--- config.mk ---
export PLATFORM = sky130hd
export DESIGN_NAME = string_literal_escape_decoder_top_flat
export DESIGN_NICKNAME = d
export VERILOG_FILES = /design/src/hdl/sled_pkg.sv /design/src/hdl/sled_ifs.sv /design/src/hdl/sled_decode.sv /design/src/hdl/sled_fifo.sv /design/src/hdl/string_literal_escape_decoder_top.sv /design/src/flat_wrapper.sv
export SDC_FILE = /design/constraint.sdc
export NUM_CORES = 1
export LEC_CHECK = 0
export ABC_AREA = 1
export BUFFER_PORTS_ARGS = -buffer_cell sky130_fd_sc_hd__buf_2
export CAP_MARGIN = 20
export CORE_MARGIN = 3
export CORE_UTILIZATION = 25
export CTS_CLUSTER_DIAMETER = 50
export DETAILED_ROUTE_END_ITERATION = 7
export SLEW_MARGIN = 20
export SYNTH_ARGS = -nofsm -noshare
export SYNTH_HDL_FRONTEND = slang
export SYNTH_HIERARCHICAL = 1
export SYNTH_SLANG_ARGS = --single-unit
--- constraint.sdc ---
create_clock -name clk -period 5.4 [get_ports clk]
set_clock_uncertainty 0.05 [all_clocks]
set_input_delay 1.08 -clock clk [delete_from_list [all_inputs] [get_ports clk]]
set_output_delay 1.08 -clock clk [all_outputs]
set_load 0.03 [all_outputs]
--- src/hdl/sled_pkg.sv ---
// Shared types, constants and helpers for the string literal escape decoder.
package sled_pkg;

    localparam int COUNT_BITS = 16;
    localparam int CODE_W     = 8;
    localparam int BCOUNT_W   = 16;

    localparam int FIFO_DEPTH = 4;   // power of two, pointers wrap naturally
    localparam int PTR_W      = $clog2(FIFO_DEPTH);
    localparam int FILL_W     = $clog2(FIFO_DEPTH + 1);

    localparam int ADDR_W     = 3;   // two 32-bit registers at byte 0 and 4

    localparam logic REG_DELIMITER = 1'b0;
    localparam logic REG_ESC_EN    = 1'b1;

    localparam logic [7:0] DELIM_RESET  = 8'd34;
    localparam logic       ESC_EN_RESET = 1'b1;

    localparam logic [7:0] CH_NUL       = 8'd0;
    localparam logic [7:0] CH_BACKSLASH = 8'd92;
    localparam logic [7:0] CH_DQUOTE    = 8'd34;
    localparam logic [7:0] CH_SQUOTE    = 8'd39;
    localparam logic [7:0] CH_ESCAPE    = 8'd27;
    localparam logic [7:0] CH_BSPACE    = 8'd8;
    localparam logic [7:0] CH_FFEED     = 8'd12;
    localparam logic [7:0] CH_LFEED     = 8'd10;
    localparam logic [7:0] CH_CRET      = 8'd13;
    localparam logic [7:0] CH_TAB       = 8'd9;
    localparam logic [7:0] CH_ZERO      = 8'h30;

    localparam logic [7:0] LTR_B  = 8'h62;
    localparam logic [7:0] LTR_F  = 8'h66;
    localparam logic [7:0] LTR_N  = 8'h6E;
    localparam logic [7:0] LTR_R  = 8'h72;
    localparam logic [7:0] LTR_T  = 8'h74;
    localparam logic [7:0] LTR_E  = 8'h65;
    localparam logic [7:0] LTR_X  = 8'h78;
    localparam logic [7:0] LTR_UX = 8'h58;

    typedef enum logic [1:0] {
        KIND_BYTE    = 2'd0,
        KIND_END     = 2'd1,
        KIND_MISSING = 2'd2,
        KIND_UNKNOWN = 2'd3
    } kind_t;

    typedef struct packed {
        logic [CODE_W-1:0]   code;
        kind_t               kind;
        logic [BCOUNT_W-1:0] byte_count;
        logic                last;
    } result_t;

    // results produced by one accepted character, first in order
    typedef struct packed {
        logic [1:0] n;
        result_t    first;
        result_t    second;
    } push_t;

    // {valid, value}
    function automatic logic [4:0] hex_digit(input logic [7:0] c);
        logic [4:0] r;
        r = '0;
        if (c >= 8'h30 && c <= 8'h39)
            r = {1'b1, 4'(c - 8'h30)};
        else if (c >= 8'h61 && c <= 8'h66)
            r = {1'b1, 4'(c - 8'h57)};
        else if (c >= 8'h41 && c <= 8'h46)
            r = {1'b1, 4'(c - 8'h37)};
        return r;
    endfunction

    function automatic logic [COUNT_BITS-1:0] sat_inc(input logic [COUNT_BITS-1:0] v);
        logic [COUNT_BITS-1:0] r;
        r = (v == '1) ? v : v + 1'b1;
        return r;
    endfunction

endpackage

--- src/hdl/sled_ifs.sv ---
// Valid/ready channel interfaces for character input and decoded result output.
interface sled_in_if;
    logic       valid;
    logic       ready;
    logic [7:0] ch;

    modport source(output valid, output ch, input ready);
    modport sink(input valid, input ch, output ready);
endinterface

interface sled_out_if;
    logic                             valid;
    logic                             ready;
    logic [sled_pkg::CODE_W-1:0]      code;
    sled_pkg::kind_t                  kind;
    logic [sled_pkg::BCOUNT_W-1:0]    byte_count;
    logic                             last;

    modport source(output valid, output code, output kind, output byte_count,
                   output last, input ready);
    modport sink(input valid, input code, input kind, input byte_count,
                 input last, output ready);
endinterface

--- src/hdl/sled_decode.sv ---
// Literal parser state and per-character decode into up to two results.
module sled_decode (
    input  logic                  clk,
    input  logic                  rst_n,
    input  logic                  accept,
    input  logic [7:0]            ch,
    input  logic [7:0]            delimiter,
    input  logic                  esc_en,
    output sled_pkg::push_t       push
);

    typedef enum logic [2:0] {
        PH_OPEN  = 3'd0,
        PH_BODY  = 3'd1,
        PH_QUOTE = 3'd2,
        PH_ESC   = 3'd3,
        PH_OCT   = 3'd4,
        PH_HEX   = 3'd5
    } phase_t;

    phase_t                            phase_reg, phase_next;
    logic [7:0]                        accum_reg, accum_next;
    logic [sled_pkg::COUNT_BITS-1:0]   count_reg;

    // ordinary body character handling
    logic            body_emit;
    logic [7:0]      body_code;
    sled_pkg::kind_t body_kind;
    phase_t          body_phase;

    // leading result and control
    logic            a_valid;
    logic [7:0]      a_code;
    sled_pkg::kind_t a_kind;
    logic            use_body;
    logic            clear_count;
    phase_t          a_phase;

    logic [4:0]      hexd;
    logic            is_oct;
    logic            b_valid;

    logic [sled_pkg::COUNT_BITS-1:0] cnt0, cnt_a, cnt_b;

    assign hexd   = sled_pkg::hex_digit(ch);
    assign is_oct = (ch[7:3] == 5'b00110);

    always_comb
    begin
        body_emit  = 1'b1;
        body_code  = ch;
        body_kind  = sled_pkg::KIND_BYTE;
        body_phase = PH_BODY;
        if (ch == sled_pkg::CH_NUL)
        begin
            body_code  = sled_pkg::CH_NUL;
            body_kind  = sled_pkg::KIND_MISSING;
            body_phase = PH_OPEN;
        end
        else if (ch == sled_pkg::CH_BACKSLASH)
        begin
            // backslash wins over a delimiter of the same code
            if (esc_en)
            begin
                body_emit  = 1'b0;
                body_phase = PH_ESC;
            end
        end
        else if (ch == delimiter)
        begin
            body_emit  = 1'b0;
            body_phase = PH_QUOTE;
        end
    end

    always_comb
    begin
        a_valid     = 1'b0;
        a_code      = ch;
        a_kind      = sled_pkg::KIND_BYTE;
        use_body    = 1'b0;
        clear_count = 1'b0;
        a_phase     = phase_reg;
        accum_next  = accum_reg;
        case (phase_reg)
            PH_OPEN:
            begin
                if (ch == sled_pkg::CH_NUL)
                begin
                    a_valid = 1'b1;
                    a_code  = sled_pkg::CH_NUL;
                    a_kind  = sled_pkg::KIND_MISSING;
                end
                else
                begin
                    clear_count = 1'b1;
                    accum_next  = '0;
                    if (ch == delimiter)
                        a_phase = PH_BODY;
                    else
                    begin
                        // missing opener: flag it, then treat as first body char
                        a_valid  = 1'b1;
                        a_code   = sled_pkg::CH_NUL;
                        a_kind   = sled_pkg::KIND_MISSING;
                        use_body = 1'b1;
                    end
                end
            end
            PH_BODY:
                use_body = 1'b1;
            PH_QUOTE:
            begin
                a_valid = 1'b1;
                if (ch != sled_pkg::CH_NUL && ch == delimiter)
                    a_phase = PH_BODY;          // doubled delimiter
                else
                begin
                    a_kind  = sled_pkg::KIND_END;
                    a_phase = PH_OPEN;
                end
            end
            PH_ESC:
            begin
                a_valid = 1'b1;
                a_phase = PH_BODY;
                case (ch)
                    sled_pkg::CH_NUL:
                    begin
                        a_kind  = sled_pkg::KIND_MISSING;
                        a_phase = PH_OPEN;
                    end
                    sled_pkg::LTR_B:        a_code = sled_pkg::CH_BSPACE;
                    sled_pkg::LTR_F:        a_code = sled_pkg::CH_FFEED;
                    sled_pkg::LTR_N:        a_code = sled_pkg::CH_LFEED;
                    sled_pkg::LTR_R:        a_code = sled_pkg::CH_CRET;
                    sled_pkg::LTR_T:        a_code = sled_pkg::CH_TAB;
                    sled_pkg::CH_BACKSLASH: a_code = sled_pkg::CH_BACKSLASH;
                    sled_pkg::CH_DQUOTE:    a_code = sled_pkg::CH_DQUOTE;
                    sled_pkg::CH_SQUOTE:    a_code = sled_pkg::CH_SQUOTE;
                    sled_pkg::LTR_E:        a_code = sled_pkg::CH_ESCAPE;
                    sled_pkg::LTR_X, sled_pkg::LTR_UX:
                    begin
                        a_valid    = 1'b0;
                        accum_next = '0;
                        a_phase    = PH_HEX;
                    end
                    default:
                    begin
                        if (is_oct)
                        begin
                            a_valid    = 1'b0;
                            accum_next = {5'd0, ch[2:0]};
                            a_phase    = PH_OCT;
                        end
                        else
                        begin
                            // unknown escape, char is then decoded normally
                            a_kind   = sled_pkg::KIND_UNKNOWN;
                            use_body = 1'b1;
                        end
                    end
                endcase
            end
            PH_OCT:
            begin
                if (is_oct)
                    accum_next = {accum_reg[4:0], ch[2:0]};
                else
                begin
                    a_valid  = 1'b1;
                    a_code   = accum_reg;
                    use_body = 1'b1;
                end
            end
            PH_HEX:
            begin
                if (hexd[4])
                    accum_next = {accum_reg[3:0], hexd[3:0]};
                else
                begin
                    a_valid  = 1'b1;
                    a_code   = accum_reg;
                    use_body = 1'b1;
                end
            end
            default:
                a_phase = PH_OPEN;
        endcase
    end

    assign phase_next = use_body ? body_phase : a_phase;
    assign b_valid    = use_body & body_emit;

    assign cnt0  = clear_count ? '0 : count_reg;
    assign cnt_a = (a_valid && a_kind == sled_pkg::KIND_BYTE) ? sled_pkg::sat_inc(cnt0) : cnt0;
    assign cnt_b = (b_valid && body_kind == sled_pkg::KIND_BYTE) ?
                   sled_pkg::sat_inc(cnt_a) : cnt_a;

    always_comb
    begin
        push.n = accept ? ({1'b0, a_valid} + {1'b0, b_valid}) : 2'd0;

        push.second.code       = body_code;
        push.second.kind       = body_kind;
        push.second.byte_count = sled_pkg::BCOUNT_W'(cnt_b);
        push.second.last       = 1'b1;

        if (a_valid)
        begin
            push.first.code       = a_code;
            push.first.kind       = a_kind;
            push.first.byte_count = sled_pkg::BCOUNT_W'(cnt_a);
            push.first.last       = ~b_valid;
        end
        else
            push.first = push.second;
    end

    always_ff @(posedge clk or negedge rst_n)
    begin
        if (!rst_n)
        begin
            phase_reg <= PH_OPEN;
            accum_reg <= '0;
            count_reg <= '0;
        end
        else if (accept)
        begin
            phase_reg <= phase_next;
            accum_reg <= accum_next;
            count_reg <= cnt_b;
        end
    end

endmodule

--- src/hdl/sled_fifo.sv ---
// Small result queue: takes up to two words per cycle, gives one per cycle.
module sled_fifo (
    input  logic              clk,
    input  logic              rst_n,
    input  sled_pkg::push_t   push,
    input  logic              pop,
    output sled_pkg::result_t head,
    output logic              head_valid,
    output logic              room
);

    sled_pkg::result_t             mem_reg [sled_pkg::FIFO_DEPTH];
    logic [sled_pkg::PTR_W-1:0]    wr_reg, rd_reg;
    logic [sled_pkg::FILL_W-1:0]   fill_reg, fill_next;
    logic [sled_pkg::PTR_W-1:0]    wr_plus1;

    assign wr_plus1   = wr_reg + 1'b1;
    assign head       = mem_reg[rd_reg];
    assign head_valid = (fill_reg != '0);
    assign room       = (fill_reg <= sled_pkg::FILL_W'(sled_pkg::FIFO_DEPTH - 2));
    assign fill_next  = fill_reg + sled_pkg::FILL_W'(push.n) - sled_pkg::FILL_W'(pop);

    always_ff @(posedge clk)
    begin
        if (push.n != 2'd0)
            mem_reg[wr_reg] <= push.first;
        if (push.n == 2'd2)
            mem_reg[wr_plus1] <= push.second;
    end

    always_ff @(posedge clk or negedge rst_n)
    begin
        if (!rst_n)
        begin
            wr_reg   <= '0;
            rd_reg   <= '0;
            fill_reg <= '0;
        end
        else
        begin
            wr_reg   <= wr_reg + sled_pkg::PTR_W'(push.n);
            if (pop)
                rd_reg <= rd_reg + 1'b1;
            fill_reg <= fill_next;
        end
    end

endmodule

--- src/hdl/string_literal_escape_decoder_top.sv ---
// String literal escape decoder, top level with APB register port.
//
// Takes one source character per word on in_word and decodes a delimited
// string literal (doubled delimiter, backslash escapes, octal and hex runs
// that wrap at 8 bits; code 0 ends the text). Each character gives zero, one
// or two result words on out_word: decoded bytes with a saturating per-literal
// count, end-of-string, missing-delimiter and unknown-escape words; last marks
// the final word of a character. The decoder takes a character every cycle:
// parsing is one combinational pass from the state registers into a four-word
// result queue, and in_word.ready is high whenever the queue has room for two
// words. Since out_word moves one word per cycle while its ready is high, the
// sustained rate is one character per cycle for characters that give at most
// one word; a character that gives two words lowers it. Each result word is
// registered in the queue. Registers (write only while idle):
// 0x0 delimiter [7:0], reset 0x22; 0x4 escapes enabled [0], reset 1.
module string_literal_escape_decoder_top (
    input  logic                         clk,
    input  logic                         rst_n,
    sled_in_if.sink                      in_word,
    sled_out_if.source                   out_word,
    input  logic                         psel,
    input  logic                         penable,
    input  logic                         pwrite,
    input  logic [sled_pkg::ADDR_W-1:0]  paddr,
    input  logic [31:0]                  pwdata,
    output logic [31:0]                  prdata,
    output logic                         pready
);

    logic [7:0]        delimiter_reg;
    logic              esc_en_reg;
    logic              cfg_wr;
    logic              in_acc;
    logic              out_pop;
    logic              room;
    logic              head_valid;
    sled_pkg::push_t   push;
    sled_pkg::result_t head;

    // ---- configuration registers
    assign pready = 1'b1;
    assign cfg_wr = psel & penable & pwrite;

    always_ff @(posedge clk or negedge rst_n)
    begin
        if (!rst_n)
        begin
            delimiter_reg <= sled_pkg::DELIM_RESET;
            esc_en_reg    <= sled_pkg::ESC_EN_RESET;
        end
        else if (cfg_wr)
        begin
            if (paddr[2] == sled_pkg::REG_DELIMITER)
                delimiter_reg <= pwdata[7:0];
            else
                esc_en_reg <= pwdata[0];
        end
    end

    // register select by word address; upper data bits read as zero
    always_comb
    begin
        if (paddr[2] == sled_pkg::REG_ESC_EN)
            prdata = {31'd0, esc_en_reg};
        else
            prdata = {24'd0, delimiter_reg};
    end

    // ---- input side: accept while the queue can absorb a worst-case character
    assign in_word.ready = room;
    assign in_acc        = in_word.valid & room;

    sled_decode u_decode (
        .clk       (clk),
        .rst_n     (rst_n),
        .accept    (in_acc),
        .ch        (in_word.ch),
        .delimiter (delimiter_reg),
        .esc_en    (esc_en_reg),
        .push      (push)
    );

    // ---- result queue, head drives the output channel
    sled_fifo u_fifo (
        .clk        (clk),
        .rst_n      (rst_n),
        .push       (push),
        .pop        (out_pop),
        .head       (head),
        .head_valid (head_valid),
        .room       (room)
    );

    assign out_word.valid      = head_valid;
    assign out_word.code       = head.code;
    assign out_word.kind       = head.kind;
    assign out_word.byte_count = head.byte_count;
    assign out_word.last       = head.last;
    assign out_pop             = head_valid & out_word.ready;

    // ---- checks
    // no words appear without an accepted character
    a_push_needs_accept: assert property (@(posedge clk) disable iff (!rst_n)
        !in_acc |-> push.n == 2'd0)
        else $error("result words pushed without an accepted character");

    // at most two words per character
    a_push_max_two: assert property (@(posedge clk) disable iff (!rst_n)
        push.n != 2'd3)
        else $error("more than two result words for one character");

    // with two words only the second is marked last
    a_pair_last: assert property (@(posedge clk) disable iff (!rst_n)
        push.n == 2'd2 |-> (!push.first.last && push.second.last))
        else $error("last flag misplaced in a word pair");

    // input stall only while output words are pending
    a_stall_has_words: assert property (@(posedge clk) disable iff (!rst_n)
        !in_word.ready |-> out_word.valid)
        else $error("input stalled with empty result queue");

endmodule

--- src/flat_wrapper.sv ---
// flat-port wrapper written by rule: the top's interface ports become plain ports
module string_literal_escape_decoder_top_flat 
  (clk, rst_n, psel, penable, pwrite, paddr, pwdata, prdata, pready, in_word_valid, in_word_ch, in_word_ready, out_word_valid, out_word_code, out_word_kind, out_word_byte_count, out_word_last, out_word_ready);
  sled_in_if in_word_i ();
  sled_out_if out_word_i ();
  input  logic clk;
  input  logic rst_n;
  input  logic psel;
  input  logic penable;
  input  logic pwrite;
  input  logic [sled_pkg::ADDR_W-1:0] paddr;
  input  logic [31:0] pwdata;
  output logic [31:0] prdata;
  output logic pready;
  input wire logic [$bits(in_word_i.valid)-1:0] in_word_valid;
  input wire logic [$bits(in_word_i.ch)-1:0] in_word_ch;
  output wire logic [$bits(in_word_i.ready)-1:0] in_word_ready;
  output wire logic [$bits(out_word_i.valid)-1:0] out_word_valid;
  output wire logic [$bits(out_word_i.code)-1:0] out_word_code;
  output wire logic [$bits(out_word_i.kind)-1:0] out_word_kind;
  output wire logic [$bits(out_word_i.byte_count)-1:0] out_word_byte_count;
  output wire logic [$bits(out_word_i.last)-1:0] out_word_last;
  input wire logic [$bits(out_word_i.ready)-1:0] out_word_ready;
  assign in_word_i.valid = in_word_valid;
  assign in_word_i.ch = in_word_ch;
  assign in_word_ready = in_word_i.ready;
  assign out_word_valid = out_word_i.valid;
  assign out_word_code = out_word_i.code;
  assign out_word_kind = out_word_i.kind;
  assign out_word_byte_count = out_word_i.byte_count;
  assign out_word_last = out_word_i.last;
  assign out_word_i.ready = out_word_ready;
  string_literal_escape_decoder_top u_core (.clk(clk), .rst_n(rst_n), .in_word(in_word_i), .out_word(out_word_i), .psel(psel), .penable(penable), .pwrite(pwrite), .paddr(paddr), .pwdata(pwdata), .prdata(prdata), .pready(pready));
endmodule
After elaboration in Yosys (flattened, before gate mapping)
Memory sizes are Yosys's and may differ from the RTL's.
Index checks and enable logic that the tools add are counted.
W data, S select, Z words.

storage, ports and cells
  flip-flop bits (word level) = 43
  bits in writable memories = 108
  input bits = 50
  output and inout bits = 62
  word-level logic and storage cells = 147
  memories = 1

memory list
  name                   words  width  rd ports  clocked after Yosys merged registers in  write ports  RTL line         text
  u_core.u_fifo.mem_reg  4      27     1         0                                        2            sled_fifo.sv:12  sled_pkg::result_t mem_reg [sled_pkg::FIFO_DEPTH];

cells by class
  $add $sub $neg = 11
  order comparisons = 7
  equal/unequal tests = 29
  multiplexer cells = 60
  bitwise operators = 7
  reduce and logical (&&, ||, !) cells = 24

operators with widths
  cell                     number
  $mux W16                 5
  $mux W8                  10
  $eq A8 B7 Y1 const B     9
  $pmux W8 S9              1
  $pmux W8 S4              2
  $add A16 B1 Y16 const B  2
  $eq A16 B16 Y1 const B   2
  $mux W27                 1
  $mux W3                  6
  $mux W1                  17
  $eq A8 B6 Y1 const B     2
  $ge A8 B7 Y1 const B     2
  $le A8 B7 Y1 const B     2
  $pmux W8 S2              1
  $mux W5                  3
  $mux W2                  7
  $pmux W3 S4              1
  $reduce_or A12 Y1        1
  $reduce_or A11 Y1        1
  $pmux W1 S5              2
  $reduce_or A10 Y1        1
  $ne A3 B3 Y1 const B     3
  $pmux W3 S3              1
  $reduce_or A9 Y1         1
  36 further kinds         55

Depth between registers and ports, before layout
  depth after elaboration = 13
  gate-level depth with buffers = 35
  depth with buffers taken out = 32

Modules after synthesis
Netlist, hierarchy kept.

modules (own cells, without submodules)
  module                             times used  cells each  area each (um^2)  seq. area each (um^2)
  sled_fifo                          1           810         6501.2            3418.3
  sled_decode                        1           740         4115.2            675.6
  string_literal_escape_decoder_top  1           91          661.9             229.0

Least setup slack after synthesis
No wires, ideal clock.

  kind = input to register
  start = input port in_word_ch[0]
  end = memory u_core/u_fifo/mem_reg[0][12] (netlist bit), data pin
  setup time = 0.252 ns
  arrival time = 4.676 ns
  data required time = 5.098 ns
  path slack = 0.422 ns
  cell stages on the path = 34
  path buffers = 4
  cells stage by stage = buf_2 -> inv_1 -> ha_1 -> inv_2 -> nor3_2 -> nand2_2 -> nand2_4 -> buf_6 -> inv_1 -> nor2_1 -> ha_1 -> nand2_1 -> nand3b_1 -> inv_1 -> nand2_2 -> inv_2 -> nand2_1 -> buf_2 -> nand2_1 -> nand2_1 -> nand2_1 -> nand2_2 -> inv_1 -> ha_1 -> nand2_2 -> nor2_4 -> nand3_4 -> buf_6 -> nand3_2 -> nand2_2 -> nand2_1 -> nand2_1 -> nand2_1 -> nand2_1

RTL lines
  what             RTL line            text
  start, declared  flat_wrapper.sv:16  input wire logic [$bits(in_word_i.ch)-1:0] in_word_ch;
  end, declared    sled_fifo.sv:12

==> flow_metrics.tcl <==
set metrics [dict create \
    status "completed" \
    max_freq_mhz 217 \
    p_leak_nw 6.31 \
    synth_cell_types 53 \
    synthTopCellsByArea "edfxtp_1 (29%), nand2_1 (22%), nand3_1 (9.0%)" \
    fp.dieH_um 218 \
    tightest_slew_ns 0.991 \
    crit_fanout 14 \
    vias 10222 \
    largest_register_ffs 108 \
    clockRootBuffer "clkbuf_16" \
    wl_um 32100 \
    cts_hold_buf 0 \
    die_w_um 218 \
    worst-path-stages 32 \
    fin_nets 1766 \
    clockBufferDepth 2 \
    grt.overflow.total 0 \
    slowest_delay_ns 0.28 \
    cp.required_ns 5.53 \
    post-synth-top-count-cell "nand2_1" \
    cp.buffers_inverters 7 \
    slowest_stage "nor2_2" \
    rsz0062_at_grt "no" \
    clk_pin_slew_worst_paths_ns 0.07 \
    cts_resized 0 \
    hold_class "register to register" \
    ys_top_cells_by_count "nand2_1 (674), nand3_1 (202), inv_1 (184), edfxtp_1 (108), nor2_1 (79)" \
    fin_crit_sh_pct 85.5 \
    fin_cells 2308 \
    placed_cell_area_mm2 0.0122 \
    fin_area_mm2 0.0128 \
    report.final.hold_viol_count 0 \
    numPlacedInstances 2275 \
    design.die.area_mm2 0.0477 \
    syn_avg_cell_area_um2 6.87 \
    crit_family "simple AND/OR/NAND/NOR gates" \
    finalSetupViolations 0 \
    start_util_pct 25.4 \
    synthesis.area_mm2 0.0113 \
    ir_drop_v 0.000247 \
    endpoint_kind "register" \
    hold_ws_ns 0.440 \
    post_cts_buffers 0 \
    p_total_mw 7.20 \
    firstDrtPassIters 7 \
    slew_violations 0 \
    setup_tns_ns 0 \
    netlist_instances 1641 \
    async_reset_ff_share_pct 28.5 \
    grtUsageTotal_pct 13.6 \
    post_route_cells_drive_above_1_share_pct 15.4 \
    avgRoutedWirePerCell_um 13.9 \
    ys_ff_latch 151 \
    core_mm2 0.0444 \
    critPathKind "primary input to register" \
    ff2ff_path_depth 29 \
    numCtsBuffers 17 \
    h-tree-depth 4 \
    clock_latency_ns 0.43 \
    ys_seq_area_share_pct 38.3 \
    grt_max_degree 84 \
    drc 0 \
    clkSinkCount 151 \
    postLayoutSetupSlackWorst_ns 0.783 \
    ios 112 \
    portBuffers 60 \
    first_global_vias 9827 \
    min_path_cells 2 \
    fill_cells 4759 \
    antenna_left 0 \
    dp_hpwl_um 22900 \
    gp_congestion 0.884 \
    fp-row-count 77 \
    grt_pass1_wl_um 52100 \
    power.density_mw_per_mm2 561 \
    grt_antenna_before_repair 1 \
    drv_cap 0 \
    ys_warn_count 6 \
    drt-initial-drc-count 612 \
    vias_per_cell 4.43 \
    startpoint_type "primary input" \
    synth_top_area_cell "edfxtp_1" \
    ys.flop_type "edfxtp_1" \
    cts_tree "yes" \
    fin_util_pct 28.9 \
    crit_arrival_ns 4.74 \
    path_common_cell "nand2_1" \
    syn_to_final_growth_pct 13.7 \
    synth_top_area_share_pct 28.8 \
    post-place-ws_ns 0.361 \
    synth_edf_count 108 \
    post-route-min-period_ns 4.62 \
    slew_headroom_pct 33.5 \
]
## power by group
group / switching [mW] / internal (mW) / leakage, nW / total (mW)
Combinational: 2.93 / 1.21 / 4.48 / 4.14
Clock: 0.510 / 0.685 / 0.282 / 1.20
Sequential: 0.117 / 1.75 / 1.55 / 1.86
Total: 3.56 / 3.64 / 6.31 / 7.20
## worst min-delay path, stage by stage, from the launching register on
cell and delay, ns:
dfstp_2 0.39, nand2_1 0.06, nand2_1 0.04
## final timing paths
check                                                to                         start  slack [ns]
setup / recovery            u_core/u_fifo/mem_reg[1][8]                 in_word_ch[0]        0.78
hold / removal                        u_core/esc_en_reg             u_core/esc_en_reg        0.44
setup reg to reg            u_core/u_fifo/mem_reg[1][8]  u_core/u_decode/phase_reg[2]        1.42
hold reg to reg                       u_core/esc_en_reg             u_core/esc_en_reg        0.44
max in group asynchronous  u_core/u_decode/count_reg[2]                         rst_n        4.25
min in group asynchronous     u_core/u_fifo/fill_reg[2]                         rst_n        0.61
## placed cells by master, fill, tap and decap left out, types with 4 or more instances in the layout
master,count
nand2_1,674
nand3_1,202
inv_1,184
edfxtp_1,108
nor2_1,78
buf_2,59
buf_4,52
dfrtp_1,39
o21ai_0,29
conb_1,27
or2_2,27
nand2_2,23
inv_2,18
clkbuf_16,17
a21oi_1,15
nand3_2,14
ha_1,13
nand4_1,12
nor2_2,12
nor2_4,9
xnor2_1,9
nor3_1,9
o22ai_1,9
clkinv_1,6
o21ai_1,6
nand3b_1,5
xor2_1,5
o21ai_2,5
buf_12,4
## logic make-up (layout without fill, tap and decap cells)
logic type,Yosys count,count (layout),synth area share (%)
AND/OR/NAND/NOR,1073,1073,41.8
flip-flops,151,151,38.3
AO/OA/AOI/OAI,82,82,4.45
other,4,28,0.133
adder cells (fa/ha/maj),14,14,1.62
buffers and inverters,303,354,12.5
XOR/XNOR,14,14,1.09
## per-layer routing
metal | up-vias | GRT usage, % | share of wire (%)
li1 | 5258 | - | -
met5 | - | 0 | 0
met2 | 283 | 22.9 | 46
met1 | 4628 | 17.8 | 46
met4 | 0 | 4.70 | 2.5
met3 | 53 | 2.11 | 5.1
## cell type report
type	instances	area, um^2	share of cell area, %
clock buffers	18	429	3.35
inverters	207	779	6.08
repair buffers	115	766	5.97
well taps	592	741	5.78
flip-flops and latches	151	4320	33.7
diodes	1	2.50	0.0195
multi-input cells	1210	5630	43.9
clock inverters	14	149	1.16
(Power assumes the default switching activity.)
